<file path="config.mk">
export PLATFORM = sky130hd
export DESIGN_NAME = heater_fan_time_proportioning_control_flat
export DESIGN_NICKNAME = d
export VERILOG_FILES = /design/src/hw/rtl/hftp_pkg.sv /design/src/hw/rtl/hftp_stream_if.sv /design/src/hw/rtl/hftp_phase_len.sv /design/src/hw/rtl/hftp_core.sv /design/src/hw/rtl/heater_fan_time_proportioning_control.sv /design/src/flat_wrapper.sv
export SDC_FILE = /design/constraint.sdc
export NUM_CORES = 1
export LEC_CHECK = 0
export ABC_AREA = 1
export BUFFER_PORTS_ARGS = -buffer_cell sky130_fd_sc_hd__clkbuf_2
export CAP_MARGIN = 20
export CELL_PAD_IN_SITES_DETAIL_PLACEMENT = 1
export CELL_PAD_IN_SITES_GLOBAL_PLACEMENT = 2
export CORE_ASPECT_RATIO = 0.8
export CORE_UTILIZATION = 40
export CTS_CLUSTER_SIZE = 40
export DETAILED_ROUTE_END_ITERATION = 16
export PLACE_DENSITY = 0.94
export SLEW_MARGIN = 20
export SYNTH_ARGS = -nofsm -noshare
export SYNTH_HDL_FRONTEND = slang
export SYNTH_SLANG_ARGS = --single-unit
</file>
<file path="constraint.sdc">
create_clock -name clk_i -period 11.2 [get_ports clk_i]
set_clock_uncertainty 0.15 [all_clocks]
set_input_delay 1.68 -clock clk_i [delete_from_list [all_inputs] [get_ports clk_i]]
set_output_delay 1.68 -clock clk_i [all_outputs]
set_load 0.03 [all_outputs]
</file>
<file path="src/hw/rtl/hftp_pkg.sv">
// ----------------------------------------------------------------------------
// Heater and fan control package
// Shared widths, codes, word types and defaults for the heater and fan
// time-proportioning controller.
// ----------------------------------------------------------------------------
package hftp_pkg;

  localparam int unsigned OpW      = 3;
  localparam int unsigned ValueW   = 8;
  localparam int unsigned LevelW   = 7;
  localparam int unsigned CycleMsW = 16;
  localparam int unsigned CfgIdxW  = 2;
  localparam int unsigned CfgDataW = CycleMsW;

  localparam int unsigned FullLevel = 100;
  localparam int unsigned CycleMsMax = (2 ** CycleMsW) - 1;

  localparam int unsigned SliceMsDef        = 100;
  localparam int unsigned MaxCycleSlicesDef = 600;

  localparam logic [CycleMsW-1:0] CycleMsRst       = CycleMsW'(2000);
  localparam logic [LevelW-1:0]   MinHeatLevelRst  = LevelW'(0);
  localparam logic [LevelW-1:0]   MinFanLevelRst   = LevelW'(0);
  localparam logic [LevelW-1:0]   MinFanForHeatRst = LevelW'(50);

  typedef enum logic [OpW-1:0] {
    OP_TICK       = 3'd0,
    OP_SET_HEAT   = 3'd1,
    OP_SET_FAN    = 3'd2,
    OP_START_ROAST = 3'd3,
    OP_START_COOL = 3'd4,
    OP_STOP       = 3'd5
  } op_e;

  typedef enum logic [1:0] {
    ST_OK        = 2'd0,
    ST_ABOVE_MAX = 2'd1,
    ST_BELOW_MIN = 2'd2,
    ST_FAN_LOW   = 2'd3
  } status_e;

  typedef enum logic [CfgIdxW-1:0] {
    REG_CYCLE_MS      = 2'd0,
    REG_MIN_HEAT      = 2'd1,
    REG_MIN_FAN       = 2'd2,
    REG_MIN_FAN_HEAT  = 2'd3
  } cfg_reg_e;

  typedef struct packed {
    logic [OpW-1:0]    operation;
    logic [ValueW-1:0] value;
  } in_t;

  typedef struct packed {
    logic [1:0]        status;
    logic              heater_drive;
    logic              fan_power;
    logic [LevelW-1:0] fan_drive_level;
    logic [LevelW-1:0] heat_now;
    logic [LevelW-1:0] fan_now;
    logic              fan_auto_raised;
  } out_t;

  typedef struct packed {
    logic [CycleMsW-1:0] period_ms;
    logic [LevelW-1:0]   heat_floor;
    logic [LevelW-1:0]   fan_floor;
    logic [LevelW-1:0]   min_fan_for_heat;
  } cfg_t;

  // Width of the phase accumulator, which holds the cycle length times the
  // level plus the rounding offset, or the saturation cap, whichever is larger.
  function automatic int unsigned acc_width(int unsigned slice_ms, int unsigned max_slices);
    int unsigned bound;
    bound = CycleMsMax * FullLevel + FullLevel * slice_ms
          + FullLevel * slice_ms * max_slices + 1;
    return $clog2(bound);
  endfunction

endpackage

</file>
<file path="src/hw/rtl/hftp_stream_if.sv">
// ----------------------------------------------------------------------------
// Valid/ready stream interface
// Carries one word per handshake from a source to a sink.
// ----------------------------------------------------------------------------
interface hftp_stream_if #(
  parameter type T = logic
);
  logic valid;
  logic ready;
  T     payload;

  modport source (output valid, output payload, input ready);
  modport sink   (input valid, input payload, output ready);
endinterface

</file>
<file path="src/hw/rtl/hftp_phase_len.sv">
// ----------------------------------------------------------------------------
// Phase length unit
// Works out the on and off phase lengths for one heat level, as scaled
// accumulator values: a phase of n slices is held as a value whose quotient
// by one slice step is n.
// ----------------------------------------------------------------------------
module hftp_phase_len #(
  parameter int unsigned SLICE_MS         = hftp_pkg::SliceMsDef,
  parameter int unsigned MAX_CYCLE_SLICES = hftp_pkg::MaxCycleSlicesDef,
  parameter int unsigned ACC_W            = hftp_pkg::acc_width(SLICE_MS, MAX_CYCLE_SLICES)
) (
  input  logic [hftp_pkg::CycleMsW-1:0] period_ms_i,
  input  logic [hftp_pkg::LevelW-1:0]   level_i,
  output logic [ACC_W-1:0]              on_acc_o,
  output logic                          on_nz_o,
  output logic [ACC_W-1:0]              off_acc_o,
  output logic                          off_nz_o
);
  import hftp_pkg::*;

  // The two roundings (ms then slices) fold into one floor division by the
  // slice step after adding this offset.
  localparam int unsigned StepVal   = FullLevel * SLICE_MS;
  localparam int unsigned OffsetVal = FullLevel * (SLICE_MS - 1);
  localparam int unsigned CapVal    = MAX_CYCLE_SLICES * StepVal + StepVal - 1;

  localparam logic [ACC_W-1:0] Step   = ACC_W'(StepVal);
  localparam logic [ACC_W-1:0] Offset = ACC_W'(OffsetVal);
  localparam logic [ACC_W-1:0] Cap    = ACC_W'(CapVal);

  logic [LevelW-1:0] off_level;
  logic [ACC_W-1:0]  on_sum;
  logic [ACC_W-1:0]  off_sum;

  assign off_level = LevelW'(FullLevel) - level_i;

  assign on_sum  = ACC_W'(period_ms_i) * ACC_W'(level_i) + Offset;
  assign off_sum = ACC_W'(period_ms_i) * ACC_W'(off_level) + Offset;

  assign on_acc_o  = (on_sum > Cap) ? Cap : on_sum;
  assign off_acc_o = (off_sum > Cap) ? Cap : off_sum;
  assign on_nz_o   = (on_sum >= Step);
  assign off_nz_o  = (off_sum >= Step);

endmodule

</file>
<file path="src/hw/rtl/hftp_core.sv">
// ----------------------------------------------------------------------------
// Heater and fan control core
// Holds the levels, the interlock state and the heater proportioning phase,
// and works out the result of one word in a single step.
// ----------------------------------------------------------------------------
module hftp_core #(
  parameter int unsigned SLICE_MS         = hftp_pkg::SliceMsDef,
  parameter int unsigned MAX_CYCLE_SLICES = hftp_pkg::MaxCycleSlicesDef
) (
  input  logic           clk_i,
  input  logic           rst_ni,
  input  logic           step_i,
  input  hftp_pkg::in_t  item_i,
  input  hftp_pkg::cfg_t cfg_i,
  output hftp_pkg::out_t result_o
);
  import hftp_pkg::*;

  localparam int unsigned AccW = acc_width(SLICE_MS, MAX_CYCLE_SLICES);
  localparam logic [AccW-1:0] Step = AccW'(FullLevel * SLICE_MS);

  typedef enum logic [1:0] {
    PH_IDLE = 2'd0,
    PH_ON   = 2'd1,
    PH_OFF  = 2'd2
  } phase_e;

  logic [LevelW-1:0] heat_q, heat_d;
  logic [LevelW-1:0] fan_q, fan_d;
  logic [LevelW-1:0] sampled_q, sampled_d;
  phase_e            phase_q, phase_d;
  logic [AccW-1:0]   acc_q, acc_d;
  logic              pin_q, pin_d;
  logic              dim_on_q, dim_on_d;
  logic [LevelW-1:0] dim_lvl_q, dim_lvl_d;

  logic [LevelW-1:0] lvl_in;
  logic [AccW-1:0]   on_acc, off_acc, acc_dec;
  logic              on_nz, off_nz;
  logic              do_enter, go_on;
  logic [1:0]        status_d;
  logic [1:0]        fan_chk;
  logic              raised_d;
  logic [ValueW-1:0] fan_req;

  // A heat command enters its new level straight into the phase it starts.
  assign lvl_in = (item_i.operation == OP_SET_HEAT) ? item_i.value[LevelW-1:0] : heat_q;

  hftp_phase_len #(
    .SLICE_MS         (SLICE_MS),
    .MAX_CYCLE_SLICES (MAX_CYCLE_SLICES),
    .ACC_W            (AccW)
  ) u_phase_len (
    .period_ms_i (cfg_i.period_ms),
    .level_i     (lvl_in),
    .on_acc_o    (on_acc),
    .on_nz_o     (on_nz),
    .off_acc_o   (off_acc),
    .off_nz_o    (off_nz)
  );

  assign acc_dec = (acc_q >= Step) ? (acc_q - Step) : acc_q;

  // The fan request is either the command value or the heating minimum.
  assign fan_req = (item_i.operation == OP_SET_HEAT) ? ValueW'(cfg_i.min_fan_for_heat)
                                                     : item_i.value;

  always_comb begin
    if (fan_req > ValueW'(FullLevel)) begin
      fan_chk = ST_ABOVE_MAX;
    end else if ((heat_q != '0) && (fan_req < ValueW'(cfg_i.min_fan_for_heat))) begin
      fan_chk = ST_FAN_LOW;
    end else if (fan_req < ValueW'(cfg_i.fan_floor)) begin
      fan_chk = ST_BELOW_MIN;
    end else begin
      fan_chk = ST_OK;
    end
  end

  always_comb begin
    heat_d    = heat_q;
    fan_d     = fan_q;
    sampled_d = sampled_q;
    phase_d   = phase_q;
    acc_d     = acc_q;
    pin_d     = pin_q;
    dim_on_d  = dim_on_q;
    dim_lvl_d = dim_lvl_q;
    status_d  = ST_OK;
    raised_d  = 1'b0;
    do_enter  = 1'b0;
    go_on     = 1'b1;

    case (item_i.operation)
      OP_TICK: begin
        if (phase_q != PH_IDLE) begin
          acc_d = acc_dec;
          if ((acc_dec < Step) || (heat_q != sampled_q)) begin
            do_enter = 1'b1;
            go_on    = (phase_q != PH_ON);
          end
        end
      end
      OP_SET_HEAT: begin
        if (item_i.value > ValueW'(FullLevel)) begin
          status_d = ST_ABOVE_MAX;
        end else if (item_i.value < ValueW'(cfg_i.heat_floor)) begin
          status_d = ST_BELOW_MIN;
        end else begin
          if ((item_i.value != '0) && (fan_q < cfg_i.min_fan_for_heat) &&
              (fan_chk == ST_OK)) begin
            raised_d = 1'b1;
            fan_d    = fan_req[LevelW-1:0];
            if (fan_req == '0) begin
              dim_on_d = 1'b0;
            end else begin
              dim_on_d  = 1'b1;
              dim_lvl_d = fan_req[LevelW-1:0];
            end
          end
          heat_d   = item_i.value[LevelW-1:0];
          do_enter = (phase_q == PH_IDLE);
        end
      end
      OP_SET_FAN: begin
        status_d = fan_chk;
        if (fan_chk == ST_OK) begin
          fan_d = fan_req[LevelW-1:0];
          if (fan_req == '0) begin
            dim_on_d = 1'b0;
          end else begin
            dim_on_d  = 1'b1;
            dim_lvl_d = fan_req[LevelW-1:0];
          end
        end
      end
      OP_START_ROAST: begin
        heat_d = '0;
        fan_d  = '0;
      end
      OP_START_COOL: begin
        heat_d    = '0;
        fan_d     = LevelW'(FullLevel);
        dim_lvl_d = LevelW'(FullLevel);
      end
      OP_STOP: begin
        heat_d    = '0;
        fan_d     = '0;
        pin_d     = 1'b0;
        dim_on_d  = 1'b0;
        dim_lvl_d = '0;
      end
      default: begin
      end
    endcase

    // Phase entry: take the wanted phase if it has any length, else the other
    // one; with both empty the off phase is held for one slice.
    if (do_enter) begin
      sampled_d = lvl_in;
      if (go_on ? on_nz : off_nz) begin
        pin_d   = go_on;
        phase_d = go_on ? PH_ON : PH_OFF;
        acc_d   = go_on ? on_acc : off_acc;
      end else if (go_on ? off_nz : on_nz) begin
        pin_d   = !go_on;
        phase_d = go_on ? PH_OFF : PH_ON;
        acc_d   = go_on ? off_acc : on_acc;
      end else begin
        phase_d = PH_OFF;
        acc_d   = Step;
      end
    end
  end

  always_ff @(posedge clk_i or negedge rst_ni) begin
    if (!rst_ni) begin
      heat_q    <= '0;
      fan_q     <= '0;
      sampled_q <= '0;
      phase_q   <= PH_IDLE;
      acc_q     <= '0;
      pin_q     <= 1'b0;
      dim_on_q  <= 1'b0;
      dim_lvl_q <= '0;
    end else if (step_i) begin
      heat_q    <= heat_d;
      fan_q     <= fan_d;
      sampled_q <= sampled_d;
      phase_q   <= phase_d;
      acc_q     <= acc_d;
      pin_q     <= pin_d;
      dim_on_q  <= dim_on_d;
      dim_lvl_q <= dim_lvl_d;
    end
  end

  assign result_o.status          = status_d;
  assign result_o.heater_drive    = pin_d;
  assign result_o.fan_power       = dim_on_d;
  assign result_o.fan_drive_level = dim_lvl_d;
  assign result_o.heat_now        = heat_d;
  assign result_o.fan_now         = fan_d;
  assign result_o.fan_auto_raised = raised_d;

endmodule

</file>
<file path="src/hw/rtl/heater_fan_time_proportioning_control.sv">
// ----------------------------------------------------------------------------
// Heater and fan time-proportioning control
// Accepts slice ticks and commands, keeps the heat and fan levels with their
// interlocks and drives the heater relay in proportioning phases.
// ----------------------------------------------------------------------------
// Registers: an input register, then a result register. Throughput: one word
// per cycle unless result_o stalls; the result of a word is computed as it leaves
// the input register, in one pass of the core, so words follow back to back.
// Reset: levels, heater phase, relay and dimmer clear to zero; the registers take
// their defaults (2000 ms cycle, heating fan minimum 50).
module heater_fan_time_proportioning_control #(
  parameter int unsigned SLICE_MS         = hftp_pkg::SliceMsDef,
  parameter int unsigned MAX_CYCLE_SLICES = hftp_pkg::MaxCycleSlicesDef
) (
  input  logic                          clk_i,
  input  logic                          rst_ni,
  hftp_stream_if.sink                   item_i,
  hftp_stream_if.source                 result_o,
  input  logic                          cfg_we_i,
  input  logic [hftp_pkg::CfgIdxW-1:0]  cfg_idx_i,
  input  logic [hftp_pkg::CfgDataW-1:0] cfg_data_i
);
  import hftp_pkg::*;

  cfg_t cfg_q;
  logic s1_valid_q;
  in_t  s1_item_q;
  logic out_valid_q;
  out_t out_word_q;
  out_t core_result;
  logic advance;
  logic step;

  always_ff @(posedge clk_i or negedge rst_ni) begin
    if (!rst_ni) begin
      cfg_q.period_ms        <= CycleMsRst;
      cfg_q.heat_floor       <= MinHeatLevelRst;
      cfg_q.fan_floor        <= MinFanLevelRst;
      cfg_q.min_fan_for_heat <= MinFanForHeatRst;
    end else if (cfg_we_i) begin
      case (cfg_idx_i)
        REG_CYCLE_MS:     cfg_q.period_ms        <= cfg_data_i;
        REG_MIN_HEAT:     cfg_q.heat_floor       <= cfg_data_i[LevelW-1:0];
        REG_MIN_FAN:      cfg_q.fan_floor        <= cfg_data_i[LevelW-1:0];
        REG_MIN_FAN_HEAT: cfg_q.min_fan_for_heat <= cfg_data_i[LevelW-1:0];
        default: begin
        end
      endcase
    end
  end

  // The input register moves on whenever the result register is free or
  // its word is being taken.
  assign advance      = !out_valid_q || result_o.ready;
  assign step         = s1_valid_q && advance;
  assign item_i.ready = !s1_valid_q || advance;

  always_ff @(posedge clk_i or negedge rst_ni) begin
    if (!rst_ni) begin
      s1_valid_q  <= 1'b0;
      out_valid_q <= 1'b0;
    end else begin
      if (item_i.ready) begin
        s1_valid_q <= item_i.valid;
      end
      if (advance) begin
        out_valid_q <= s1_valid_q;
      end
    end
  end

  always_ff @(posedge clk_i) begin
    if (item_i.valid && item_i.ready) begin
      s1_item_q <= item_i.payload;
    end
    if (step) begin
      out_word_q <= core_result;
    end
  end

  hftp_core #(
    .SLICE_MS         (SLICE_MS),
    .MAX_CYCLE_SLICES (MAX_CYCLE_SLICES)
  ) u_core (
    .clk_i    (clk_i),
    .rst_ni   (rst_ni),
    .step_i   (step),
    .item_i   (s1_item_q),
    .cfg_i    (cfg_q),
    .result_o (core_result)
  );

  assign result_o.valid   = out_valid_q;
  assign result_o.payload = out_word_q;

  a_step_gives_result : assert property (@(posedge clk_i) disable iff (!rst_ni)
    step |=> out_valid_q)
    else $error("word left the input register without a result");

  a_stalled_input_holds : assert property (@(posedge clk_i) disable iff (!rst_ni)
    (s1_valid_q && !advance) |=> (s1_valid_q && $stable(s1_item_q)))
    else $error("input register lost a word while the result side stalled");

  a_heat_in_range : assert property (@(posedge clk_i) disable iff (!rst_ni)
    out_valid_q |-> (out_word_q.heat_now <= LevelW'(FullLevel)))
    else $error("heat level above full scale");

  a_raise_is_accepted : assert property (@(posedge clk_i) disable iff (!rst_ni)
    (out_valid_q && out_word_q.fan_auto_raised) |->
      ((out_word_q.status == ST_OK) && out_word_q.fan_power))
    else $error("fan raise reported on a refused or dimmer-off result");

endmodule

</file>
<file path="src/flat_wrapper.sv">
// flat-port wrapper written by rule: the top's interface ports become plain ports
module heater_fan_time_proportioning_control_flat import hftp_pkg::*;
#(
  parameter int unsigned SLICE_MS         = hftp_pkg::SliceMsDef,
  parameter int unsigned MAX_CYCLE_SLICES = hftp_pkg::MaxCycleSlicesDef
)
  (clk_i, rst_ni, cfg_we_i, cfg_idx_i, cfg_data_i, item_i_valid, item_i_payload, item_i_ready, result_o_valid, result_o_payload, result_o_ready);
  hftp_stream_if #(.T(in_t)) item_i_i ();
  hftp_stream_if #(.T(out_t)) result_o_i ();
  input  logic clk_i;
  input  logic rst_ni;
  input  logic cfg_we_i;
  input  logic [hftp_pkg::CfgIdxW-1:0] cfg_idx_i;
  input  logic [hftp_pkg::CfgDataW-1:0] cfg_data_i;
  input wire logic [$bits(item_i_i.valid)-1:0] item_i_valid;
  input wire logic [$bits(item_i_i.payload)-1:0] item_i_payload;
  output wire logic [$bits(item_i_i.ready)-1:0] item_i_ready;
  output wire logic [$bits(result_o_i.valid)-1:0] result_o_valid;
  output wire logic [$bits(result_o_i.payload)-1:0] result_o_payload;
  input wire logic [$bits(result_o_i.ready)-1:0] result_o_ready;
  assign item_i_i.valid = item_i_valid;
  assign item_i_i.payload = item_i_payload;
  assign item_i_ready = item_i_i.ready;
  assign result_o_valid = result_o_i.valid;
  assign result_o_payload = result_o_i.payload;
  assign result_o_i.ready = result_o_ready;
  heater_fan_time_proportioning_control #(.SLICE_MS(SLICE_MS), .MAX_CYCLE_SLICES(MAX_CYCLE_SLICES)) u_core (.clk_i(clk_i), .rst_ni(rst_ni), .item_i(item_i_i), .result_o(result_o_i), .cfg_we_i(cfg_we_i), .cfg_idx_i(cfg_idx_i), .cfg_data_i(cfg_data_i));
endmodule
</file>
* Word-level counts from Yosys, hierarchy flattened
Index checks and enable logic that the tools add are counted.
** Word-level totals
- Register bits :: 132
** Operators by class
- $lt $le $gt $ge :: 12
- Reductions and logical operators :: 30
- $add $sub $neg :: 4
- Muxes and demuxes :: 57
- Bitwise gates (word level) :: 1
- $mul :: 2
- Eq/ne operators :: 10
** Operator list (count)
- 24-bit two-way mux :: 10
- 7-bit two-way mux :: 12
- 24-bit by 14-bit greater-or-equal comparator with 1-bit output, second input constant :: 3
- 7-bit one-hot mux with 4 select lines :: 2
- 23-bit by 14-bit adder with 24-bit output, second input constant :: 2
- 24-bit by 23-bit greater-than comparator with 1-bit output, second input constant :: 2
- 16-bit by 7-bit multiplier with 23-bit output :: 2
- 24-bit by 14-bit less-than comparator with 1-bit output, second input constant :: 1
- 8-bit by 7-bit less-than comparator with 1-bit output :: 3
- 24-bit by 14-bit subtractor with 24-bit output, second input constant :: 1
- 1-bit two-way mux :: 19
- 2-bit two-way mux :: 9
- 8-bit by 7-bit greater-than comparator with 1-bit output, second input constant :: 2
- 7-bit one-hot mux with 2 select lines :: 1
- 2-bit AND reduction :: 5
- 8-bit zero test :: 1
- 8-bit two-way mux :: 1
- 8-bit nonzero test :: 1
- 7-bit less-than comparator :: 1
- 7-bit != test :: 1
- 7-bit nonzero test :: 1
- 7-bit subtractor, first input constant :: 1
- 3-bit by 2-bit == test with 1-bit output, second input constant :: 2
- 3-bit == test, second input constant :: 2
- other kinds (17) :: 31

* Longest topological paths before layout
Gate-level depths: netlist of run 1.
- Depth after elaboration :: 12
- Mapped depth :: 49
- Gate-level depth less buffers :: 46

* Cells and area by module
Synthesis of run 1 repeated with hierarchy kept, for this count alone.
** Second synthesis, totals
- Cells, all modules :: 2723
- Area total of the unflattened synthesis :: 18295.0 µm²
** Modules (own cells, without submodules)
- hftp_phase_len :: instances 1, area each 9313.9 µm², seq. area each 0.0 µm², cells each 1438
- hftp_core :: instances 1, area each 6217.2 µm², seq. area each 1401.3 µm², cells each 1072
- heater_fan_time_proportioning_control :: instances 1, area each 2763.9 µm², seq. area each 2098.3 µm², cells each 213

* Worst setup path before layout of run 1
No wires, ideal clock.
- Kind :: reg-to-reg
- From :: register u_core.s1_item_q[10] in the netlist's numbering
- To :: register u_core.u_core.pin_q
- Data required time :: 10982 ps
- Data arrival time :: 7068 ps
- Period minus slack after synthesis :: 7287 ps
- Path slack :: 3913 ps
- Cell stages (with the launch flop) :: 45
- Path buffers :: 4
- Cells stage by stage :: edfxtp_1 inv_1 nand3_1 buf_2 buf_2 o21ai_1 clkbuf_1 ha_1 nor2_1 inv_1 nand2_1 nor2_1 nor2_1 nand2_1 nand2_1 inv_1 nand2_1 fa_1 [9 not listed] inv_1 nand2_2 nand2_1 nand2_1 nand2_1 nand2_1 xor2_1 nor2_1 nand3_1 nand2_1 nor2_1 inv_1 nand3_1 buf_4 nand2_1 o22ai_2 nand2_1 nand2_1
** RTL lines
- start: declaration :: RTL line heater_fan_time_proportioning_control.sv:27 : in_t s1_item_q;
- start signal: assignment :: RTL line heater_fan_time_proportioning_control.sv:74 : s1_item_q <= item_i.payload;
- end signal: assignment :: RTL line hftp_core.sv:192 : pin_q <= pin_d;
- end: declaration :: RTL line hftp_core.sv:33 : logic pin_q, pin_d;

==> out/results.ini, run 1 <==
[synth]
syn_inst=2556
syn_nets=2869
yosys_register_bits=132
synth_edf_count=37
avgSynthCellArea_sq_um=6.816
syn_area_sq_um=17420
async_reset_ff_share_pct=71.97
ys_types=52
ys_seq_area_share_pct=20.09
synth-main-ff-cell=dfrtp_1
synth_warnings=0

[cts]
ctsResizeCount=0
cts_tree=yes
htreeDepth=4
clk_pin_slew_ps=70
cts_sinks=132
cts_setup_buffers=0
postCtsHoldBufs=0
cts_root_buf=clkbuf_16
cts_buffer_depth=2
clk_latency_ps=460
cts_buffers=17

[setup_path]
cp.arrival_ps=8630
critPathBufInv=9
r2r-start=u_core.s1_item_q[8]
worstSetupPathType=flop to flop
path_common_cell=nand2_1
cp_num_cells=42
slowest_stage=fa_1
timing.rr.end=u_core.u_core.pin_q
endpoint_kind=flop
worstPathMaxFanout=38
critical_path.top_delay_family=simple AND/OR/NAND/NOR gates
cp.required_ps=11440
r2r_slack_ps=2810
startpoint_type=flop
cp-endpoint=u_core.u_core.pin_q
critPathMaxStageDelay_ps=550
ff2ff_path_depth=42
cp-startpoint=u_core.s1_item_q[8]

[route]
wl_um=58530
first_pass_iters=5
first_iter_violations=1101
drtAntennaViolNets=0
routed-via-count=16787
drt_drc_violations_left=0
wl_per_cell_um=18.59
vias_per_cell=5.331

[grt]
grt_pass1_wl_um=95480
track_usage_pct=27.23
antenna_found_initial=0
grt_overflow_total=0
first_global_vias=17759
grt_max_degree=72

[timing]
drv_slew=0
tightest_slew_ps=983.7
slew_headroom_pct=34.26
finalCritPeriodShare_pct=74.91
fin_ws_ps=2810
finalSetupViolations=0
hold_viol_final=0
tns_ps=0
min_period_ps=8390
rsz0062_at_grt=no
timing.fmax_mhz=119.2

[floorplanning]
fp.dieArea_sq_um=44400
die_x_um=235.3
io_pins=62
rows=67
die_h_um=188.7
initial_core_util_pct=41.07
coreArea_sq_um=42420

[final_layout]
drive_gt1_share_pct=6.662
nFillCells=5604
stdcell_area_sq_um=18760
antenna_cells=0
fin_nets=2897
area_delta_synth_final_pct=7.691

[job]
max_cap_viol_count=0

[status]
status=complete, no violations

[placed_design]
place_congestion=0.9121
dp_hpwl_um=47580
dpl_cell_area_sq_um=18170
io_buffers=61
dp_slack_ps=2946

[hold_path]
hold_class=flop to flop

area by class of cell:
| class | instances | area [sq um] | area share [%] |
|---|---|---|---|
| clock buffer | 17 | 425.4 | 2.267 |
| timing repair buffer | 76 | 424.2 | 2.261 |
| multi-input combinational | 1889 | 11810 | 62.92 |
| clock inverter | 15 | 160.2 | 0.8536 |
| tap | 552 | 690.7 | 3.681 |
| inverter | 468 | 1757 | 9.362 |
| sequential | 132 | 3500 | 18.65 |
layout by cell type, fill, tap and decap left out, types with 15 or more instances in the layout:
cell type	n
nor3_1	16
o21ai_1	19
nand3_1	123
clkbuf_2	60
nand2_1	761
a21oi_1	72
buf_4	15
nor2_1	300
xor2_1	18
fa_1	146
edfxtp_1	37
o21ai_0	139
clkbuf_16	17
nand4_1	41
dfrtp_1	86
ha_1	133
inv_1	455
cell usage after synthesis (3+ instances only):
master | instances | area share, %
nor3_2 | 5 | 0.29
fa_1 | 146 | 17
a21oi_1 | 72 | 2.1
nor3_1 | 17 | 0.49
o22ai_1 | 7 | 0.25
ha_1 | 133 | 9.6
nor2_4 | 3 | 0.19
nor2_2 | 6 | 0.22
o21bai_1 | 6 | 0.26
nand2_2 | 11 | 0.39
a31oi_1 | 3 | 0.11
nand3_1 | 123 | 3.5
nand4_1 | 41 | 1.5
o21ai_2 | 7 | 0.35
nand3b_1 | 12 | 0.52
inv_2 | 7 | 0.15
nand2_1 | 761 | 16
clkbuf_1 | 29 | 0.62
o21ai_0 | 140 | 4.0
a21boi_0 | 4 | 0.17
o211ai_1 | 7 | 0.30
buf_1 | 6 | 0.13
buf_6 | 5 | 0.32
or2_2 | 4 | 0.14
dfrtp_1 | 86 | 12
nor2_1 | 300 | 6.5
xnor2_1 | 12 | 0.60
buf_2 | 15 | 0.43
inv_1 | 455 | 9.8
xor2_1 | 18 | 0.90
edfxtp_1 | 37 | 6.4
buf_4 | 9 | 0.39
dfstp_2 | 9 | 1.4
o21ai_1 | 18 | 0.52
nor4_1 | 8 | 0.29
nand2_4 | 5 | 0.32
o31ai_1 | 3 | 0.13
clkinv_1 | 6 | 0.13
or2_0 | 3 | 0.11
kinds of logic after synthesis:
kind of cell	share of synthesized area (%)
AND/OR/NAND/NOR	31.22
adder cells (fa/ha/maj)	26.33
XOR/XNOR	1.601
flip-flops	20.09
AO/OA/AOI/OAI	8.589
buffers and inverters	12.18
worst register-to-register path, delay by kind of cell, from the launching register on:
kind | cells | cell delay (ps)
XOR/XNOR | 1 | 360
AO/OA/AOI/OAI | 2 | 300
AND/OR/NAND/NOR | 24 | 2900
buffers and inverters | 9 | 1450
adder cells (fa/ha/maj) | 6 | 2730
flip-flops | 1 | 450
sequential cells by signal (all words and copies together) (netlist names):
signal                   cells
u_core.cfg_q                37
u_core.result_o.payload     26
u_core.result_o.valid        1
u_core.s1_item_q            11
u_core.s1_valid_q            1
u_core.u_core.acc_q         24
u_core.u_core.dim_lvl_q      7
u_core.u_core.dim_on_q       1
u_core.u_core.fan_q          7
u_core.u_core.heat_q         7
u_core.u_core.phase_q        2
u_core.u_core.pin_q          1
u_core.u_core.sampled_q      7
through the flow:
stage                     hold WS, ps  instances  utilization (%)
final                           333.3       3149            44.23
after global routing            348.1       3149            44.23
after CTS                       340.9       3149            44.22
after detailed placement        320.2       3117            42.84
after global placement          315.2       3117            42.83
after floorplan                 292.8       2556                -
worst min path at each step:
| stage | startpoint | to | slack (ps) | cells after the start |
|---|---|---|---|---|
| 3_3_place_gp | u_core.cfg_q[14] | u_core.cfg_q[14] | 320 | 2 |
| 2_1_floorplan | u_core.u_core.pin_q | u_core.u_core.pin_q | 290 | 2 |
| 6_report | u_core.cfg_q[14] | u_core.cfg_q[14] | 330 | 2 |
| 4_1_cts | u_core.cfg_q[14] | u_core.cfg_q[14] | 340 | 2 |
| 5_1_grt | u_core.u_core.acc_q[1] | u_core.u_core.acc_q[1] | 350 | 2 |
| 3_5_place_dp | u_core.cfg_q[14] | u_core.cfg_q[14] | 320 | 2 |
layer usage:
metal,vias to the layer above,part of all wire (%),GRT usage (%)
met2,415,45,43.75
li1,7986,-,-
met4,0,1.6,6.310
met3,65,5.6,4.512
met5,-,0,0
met1,8321,48,38.28
Power of run 1 is not shown: default switching activity piles up to over one toggle a cycle in this logic, so the estimate is an artifact.
==> run 2, diff against run 1 <==
--- a/config.mk
+++ b/config.mk
@@ -5,7 +5,7 @@
 export SDC_FILE = /design/constraint.sdc
 export NUM_CORES = 1
 export LEC_CHECK = 0
-export ABC_AREA = 1
+export ABC_AREA = 0
 export BUFFER_PORTS_ARGS = -buffer_cell sky130_fd_sc_hd__clkbuf_2
 export CAP_MARGIN = 20
 export CELL_PAD_IN_SITES_DETAIL_PLACEMENT = 1
@@ -14,7 +14,7 @@
 export CORE_UTILIZATION = 40
 export CTS_CLUSTER_SIZE = 40
 export DETAILED_ROUTE_END_ITERATION = 16
-export PLACE_DENSITY = 0.94
+export PLACE_DENSITY = 0.87
 export SLEW_MARGIN = 20
 export SYNTH_ARGS = -nofsm -noshare
 export SYNTH_HDL_FRONTEND = slang
==> constraint.sdc (replaced) <==
create_clock -name clk_i -period 8.7 [get_ports clk_i]
set_clock_uncertainty 0.15 [all_clocks]
set_input_delay 1.305 -clock clk_i [delete_from_list [all_inputs] [get_ports clk_i]]
set_output_delay 1.305 -clock clk_i [all_outputs]
set_load 0.03 [all_outputs]
==> out/results.ini, run 2 <==
[route]
first_iter_violations=1265  ; was 1101
vias_per_cell=5.956  ; was 5.331
routed-via-count=15045  ; was 16787
wl_um=58040  ; was 58530 um
wl_per_cell_um=22.98  ; was 18.59 um
first_pass_iters=5  ; unchanged
drtAntennaViolNets=0  ; unchanged
drt_drc_violations_left=0  ; unchanged

[setup_path]
critPathMaxStageDelay_ps=760  ; was 550 ps
cp_num_cells=25  ; was 42
endpoint_kind=flop  ; unchanged
worstSetupPathType=flop to flop  ; unchanged
r2r_slack_ps=360  ; was 2810 ps
startpoint_type=flop  ; unchanged
worstPathMaxFanout=19  ; was 38
cp.required_ps=8910  ; was 11440 ps
slowest_stage=a21oi_1  ; was fa_1
ff2ff_path_depth=25  ; was 42
critical_path.top_delay_family=compound AO/OA/AOI/OAI gates  ; was simple AND/OR/NAND/NOR gates
cp.arrival_ps=8550  ; was 8630 ps
critPathBufInv=4  ; was 9

[final_layout]
layout_common_cells=nand2_1 (246), inv_1 (229), fa_1 (146)  ; was nand2_1 (761), inv_1 (455), nor2_1 (300)
antenna_cells=0  ; unchanged
nFillCells=4880  ; was 5604
stdcell_area_sq_um=18310  ; was 18760 sq um
multi_input_area_sq_um=12070  ; was 11810 sq um
area_delta_synth_final_pct=9.177  ; was 7.691%
top_register=u_core.cfg_q  ; unchanged
drive_gt1_share_pct=11.76  ; was 6.662%
final_common_cell=nand2_1  ; unchanged
seq_area_sq_um=3500  ; unchanged
fin_nets=2282  ; was 2897
largest_reg_flops=37  ; unchanged

[timing]
slew_headroom_pct=20.94  ; was 34.26%
hold_viol_final=0  ; unchanged
timing.fmax_mhz=119.9  ; was 119.2 MHz
min_period_ps=8339  ; was 8390 ps
tightest_slew_ps=1174  ; was 983.7 ps
drv_slew=0  ; unchanged
finalSetupViolations=0  ; unchanged
finalCritPeriodShare_pct=95.85  ; was 74.91%

[synth]
yosysTopAreaCellShare_pct=17.43  ; was 16.78%
synth_warnings=0  ; unchanged
yosys_register_bits=132  ; unchanged
async_reset_ff_share_pct=71.97  ; unchanged
ys_seq_area_share_pct=20.87  ; was 20.09%
synth_area_leaders=fa_1 (17%), dfrtp_1 (13%), ha_1 (9.9%), edfxtp_1 (6.6%), nand2_1 (5.5%)  ; was fa_1 (17%), nand2_1 (16%), dfrtp_1 (12%), inv_1 (9.8%), ha_1 (9.6%)
ys_types=94  ; was 52
avgSynthCellArea_sq_um=8.631  ; was 6.816 sq um
synth-main-ff-cell=dfrtp_1  ; unchanged
syn_nets=2256  ; was 2869
syn_area_sq_um=16770  ; was 17420 sq um
yosys-top-cells-count=nand2_1 (246), inv_1 (229), fa_1 (146)  ; was nand2_1 (761), inv_1 (455), nor2_1 (300)
synth_most_common_cell=nand2_1  ; unchanged
syn_inst=1943  ; was 2556
yosys.area.top_type=fa_1  ; unchanged
synth_edf_count=37  ; unchanged

[floorplanning]
coreArea_sq_um=40960  ; was 42420 sq um
initial_core_util_pct=40.94  ; was 41.07%
die_h_um=185.1  ; was 188.7 um
io_pins=62  ; unchanged
rows=66  ; was 67
fp.dieArea_sq_um=42750  ; was 44400 sq um
die_x_um=230.9  ; was 235.3 um

[cts]
htreeDepth=4  ; unchanged
cts_buffer_depth=2  ; unchanged
postCtsHoldBufs=0  ; unchanged
clk_latency_ps=460  ; about the same
clk_pin_slew_ps=70  ; about the same
cts_sinks=132  ; unchanged
cts_tree=yes  ; unchanged
cts_root_buf=clkbuf_16  ; unchanged
cts_buffers=17  ; unchanged

[hold_path]
hold_path_depth=2  ; unchanged
hold_class=flop to flop  ; unchanged

[placed_design]
io_buffers=61  ; unchanged
dp_hpwl_um=45910  ; was 47580 um
place_congestion=0.9268  ; was 0.9121
dpl_cell_area_sq_um=17640  ; was 18170 sq um

[status]
status=complete, no violations  ; unchanged

[job]
max_cap_viol_count=0  ; unchanged

[grt]
first_global_vias=15571  ; was 17759
track_usage_pct=27.95  ; was 27.23%
antenna_found_initial=1  ; was 0
grt_pass1_wl_um=91690  ; was 95480 um
grt_overflow_total=0  ; unchanged
grt_max_degree=68  ; was 72

run 2: changes by cell type in the layout (fill, tap and decap cells not counted), moves of 25 or more:
cell | before | now
a21o_1 | 1 | 35
and2_1 | 1 | 105
inv_1 | 455 | 229
mux2_2 | 0 | 45
nand2_1 | 761 | 246
nand3_1 | 123 | 31
nand4_1 | 41 | 16
nor2_1 | 300 | 98
o21ai_0 | 139 | 105
run 2: final timing paths:
check                                          start                 endpoint
worst max-delay path            u_core.s1_item_q[10]  u_core.u_core.acc_q[14]
worst min-delay path             u_core.u_core.pin_q      u_core.u_core.pin_q
worst max register to register  u_core.s1_item_q[10]  u_core.u_core.acc_q[14]
worst min register to register   u_core.u_core.pin_q      u_core.u_core.pin_q
max in group asynchronous                     rst_ni         u_core.cfg_q[32]
min in group asynchronous                     rst_ni    u_core.result_o.valid
run 2: per-stage QoR:
stage	hold WS (ps)	TNS, ps	std cells	util, %	setup WS [ps]
floorplan	296.1	0	1943	-	580.9
global placement	311.6	0	2489	43.05	169.6
detailed placement	323.4	-7.624	2489	43.07	-7.624
CTS	340.3	0	2521	44.47	0.7532
global route	360.6	-29.38	2526	44.70	-23.50
finish	344.1	0	2526	44.70	360.8
run 2: per-layer routing:
| metal | share of wire, % | track usage, % | wire [um] | vias up |
|---|---|---|---|---|
| met1 | 49 | 41.57 | 28470 | 7817 |
| li1 | - | - | - | 6789 |
| met5 | 0 | 0 | 0 | - |
| met4 | 1.2 | 6.225 | 724 | 0 |
| met3 | 5.5 | 4.110 | 3190 | 53 |
| met2 | 44 | 42.52 | 25660 | 386 |
run 2: kinds of logic after synthesis:
group                    after synthesis  synth area share, %
flip-flops                           132                20.87
buffers and inverters                324                7.521
AO/OA/AOI/OAI                        445                18.53
AND/OR/NAND/NOR                      668                20.03
multiplexers                          52                3.462
XOR/XNOR                              43                2.246
adder cells (fa/ha/maj)              279                27.35
run 2: timing repair:
action	4_1_cts	5_1_grt
endpoints found under the setup margin	1	23
pin swaps	0	2
buffers inserted	0	4
resized for setup	1	8
run 2: final cells by class:
class                      instances  area share (%)
timing repair buffer             101           3.410
clock inverter                    11          0.6971
clock buffer                      21           2.406
sequential                       132           19.11
inverter                         230           4.715
tap                              544           3.718
multi-input combinational       1487           65.94
run 2: worst register-to-register path, stage by stage, from the launching register on:
cell	delay (ps)
edfxtp_1	450
nor2_1	200
nand2_1	130
buf_4	230
nand2_1	90
nand2_1	460
and2_1	400
fa_1	530
inv_1	50
fa_1	480
inv_1	60
fa_1	460
fa_1	430
ha_1	610
nand2_1	130
o21ai_0	580
or4_1	210
o32ai_1	70
a21oi_1	760
a31oi_1	200
o31ai_2	300
buf_4	320
a211oi_4	100
a221oi_1	570
a21oi_1	80
a21o_1	170
Power of run 2 is left out for the same reason.
==> run 3, diff against run 2 <==
==> constraint.sdc (replaced) <==
create_clock -name clk_i -period 9.95 [get_ports clk_i]
set_clock_uncertainty 0.15 [all_clocks]
set_input_delay 1.4925 -clock clk_i [delete_from_list [all_inputs] [get_ports clk_i]]
set_output_delay 1.4925 -clock clk_i [all_outputs]
set_load 0.03 [all_outputs]
==> out/results.ini, run 3 (synthesis gave the netlist of run 2 again) <==
[final_layout]
nFillCells=4890  ; was 4880
multi_input_area_sq_um=12020  ; was 12070 sq um
largest_reg_flops=37  ; unchanged
drive_gt1_share_pct=10.80  ; was 11.76%
seq_area_sq_um=3500  ; unchanged
top_register=u_core.cfg_q  ; unchanged
final_common_cell=nand2_1  ; unchanged
layout_common_cells=nand2_1 (246), inv_1 (229), fa_1 (146)  ; unchanged
area_delta_synth_final_pct=8.058  ; was 9.177%
fin_nets=2263  ; was 2282
antenna_cells=0  ; unchanged

[route]
wl_um=58120  ; was 58040 um
first_pass_iters=5  ; unchanged
routed-via-count=14943  ; was 15045
wl_per_cell_um=23.18  ; was 22.98 um
first_iter_violations=1093  ; was 1265
drtAntennaViolNets=0  ; unchanged
vias_per_cell=5.961  ; was 5.956
drt_drc_violations_left=0  ; unchanged

[cts]
htreeDepth=4  ; unchanged
cts_buffers=17  ; unchanged
postCtsHoldBufs=0  ; unchanged
cts_sinks=132  ; unchanged
clk_latency_ps=470  ; was 460 ps
clk_pin_slew_ps=70  ; about the same
cts_setup_buffers=0  ; unchanged
cts_buffer_depth=2  ; unchanged
cts_root_buf=clkbuf_16  ; unchanged
ctsResizeCount=0  ; was 1
cts_tree=yes  ; unchanged

[timing]
slew_headroom_pct=19.66  ; was 20.94%
min_period_ps=9296  ; was 8339 ps
drv_slew=0  ; unchanged
timing.fmax_mhz=107.6  ; was 119.9 MHz
finalSetupViolations=0  ; unchanged
tns_ps=0  ; unchanged
rsz0062_at_grt=no
tightest_slew_ps=1203  ; was 1174 ps
finalCritPeriodShare_pct=93.42  ; was 95.85%
hold_viol_final=0  ; unchanged

[setup_path]
worstSetupPathType=flop to flop  ; unchanged
startpoint_type=flop  ; unchanged
cp.arrival_ps=9500  ; was 8550 ps
endpoint_kind=flop  ; unchanged
slowest_stage=edfxtp_1  ; was a21oi_1
cp.required_ps=10160  ; was 8910 ps
worstPathMaxFanout=24  ; was 19
critPathMaxStageDelay_ps=720  ; was 760 ps

[job]
max_cap_viol_count=0  ; unchanged

[grt]
grtUsageMet2_pct=43.20  ; was 42.52%
first_global_vias=15721  ; was 15571
track_usage_pct=27.92  ; was 27.95%
grt_util_met1_pct=39.15  ; was 41.57%
antenna_found_initial=1  ; unchanged
grt_overflow_total=0  ; unchanged
grt_use_met3_pct=5.896  ; was 4.110%
grt_max_degree=71  ; was 68
busiest_layer=met2  ; unchanged
grt_pass1_wl_um=90880  ; was 91690 um

[floorplanning]
die_h_um=185.1  ; unchanged
rows=66  ; unchanged
initial_core_util_pct=40.94  ; unchanged
fp.dieArea_sq_um=42750  ; unchanged
coreArea_sq_um=40960  ; unchanged
io_pins=62  ; unchanged
die_x_um=230.9  ; unchanged

[placed_design]
io_buffers=61  ; unchanged
place_congestion=0.8970  ; was 0.9268
dp_hpwl_um=45370  ; was 45910 um

[hold_path]
hold_class=flop to flop  ; unchanged

[status]
status=complete, no violations  ; unchanged

run 3: cell type report:
cell class | instances | area share, %
inverter | 230 | 4.764
clock inverter | 15 | 0.9045
timing repair buffer | 82 | 2.596
sequential | 132 | 19.31
multi-input combinational | 1487 | 66.32
clock buffer | 17 | 2.348
tap | 544 | 3.756
run 3: critical path, delay by kind of cell, from the launching register on:
kind / cells / cell delay [ps]
flip-flops: 1 / 720
AND/OR/NAND/NOR: 7 / 1690
buffers and inverters: 5 / 560
adder cells (fa/ha/maj): 6 / 2800
XOR/XNOR: 1 / 180
AO/OA/AOI/OAI: 10 / 2600
multiplexers: 1 / 480
run 3: layer usage:
| metal | vias to the layer above | routed length, um |
|---|---|---|
| met5 | - | 0 |
| li1 | 6746 | - |
| met1 | 7675 | 27560 |
| met2 | 445 | 25490 |
| met3 | 77 | 3844 |
| met4 | 0 | 1214 |
run 3: final timing paths:
| kind | from | end | slack (ps) | cells past startpoint |
|---|---|---|---|---|
| min in group asynchronous | rst_ni | u_core.result_o.valid | 820 | 1 |
| max in group asynchronous | rst_ni | u_core.cfg_q[34] | 7470 | 2 |
| setup / recovery | u_core.s1_item_q[10] | u_core.u_core.acc_q[22] | 650 | 30 |
| hold / removal | u_core.s1_valid_q | u_core.result_o.valid | 350 | 1 |
| hold reg to reg | u_core.s1_valid_q | u_core.result_o.valid | 350 | 1 |
| setup reg to reg | u_core.s1_item_q[10] | u_core.u_core.acc_q[22] | 650 | 30 |
run 3: stage by stage:
step	hold slack [ps]	instance area (sq um)	util, %	instances	worst slack (ps)
2_1_floorplan	296.1	16770	-	1943	1831
3_3_place_gp	311.0	17510	42.75	2473	1067
3_5_place_dp	320.3	17520	42.77	2474	741.5
4_1_cts	345.2	18110	44.21	2506	698.9
5_1_grt	360.7	18120	44.24	2507	98.58
6_report	349.0	18120	44.24	2507	654.4
Power of run 3 is left out for the same reason.
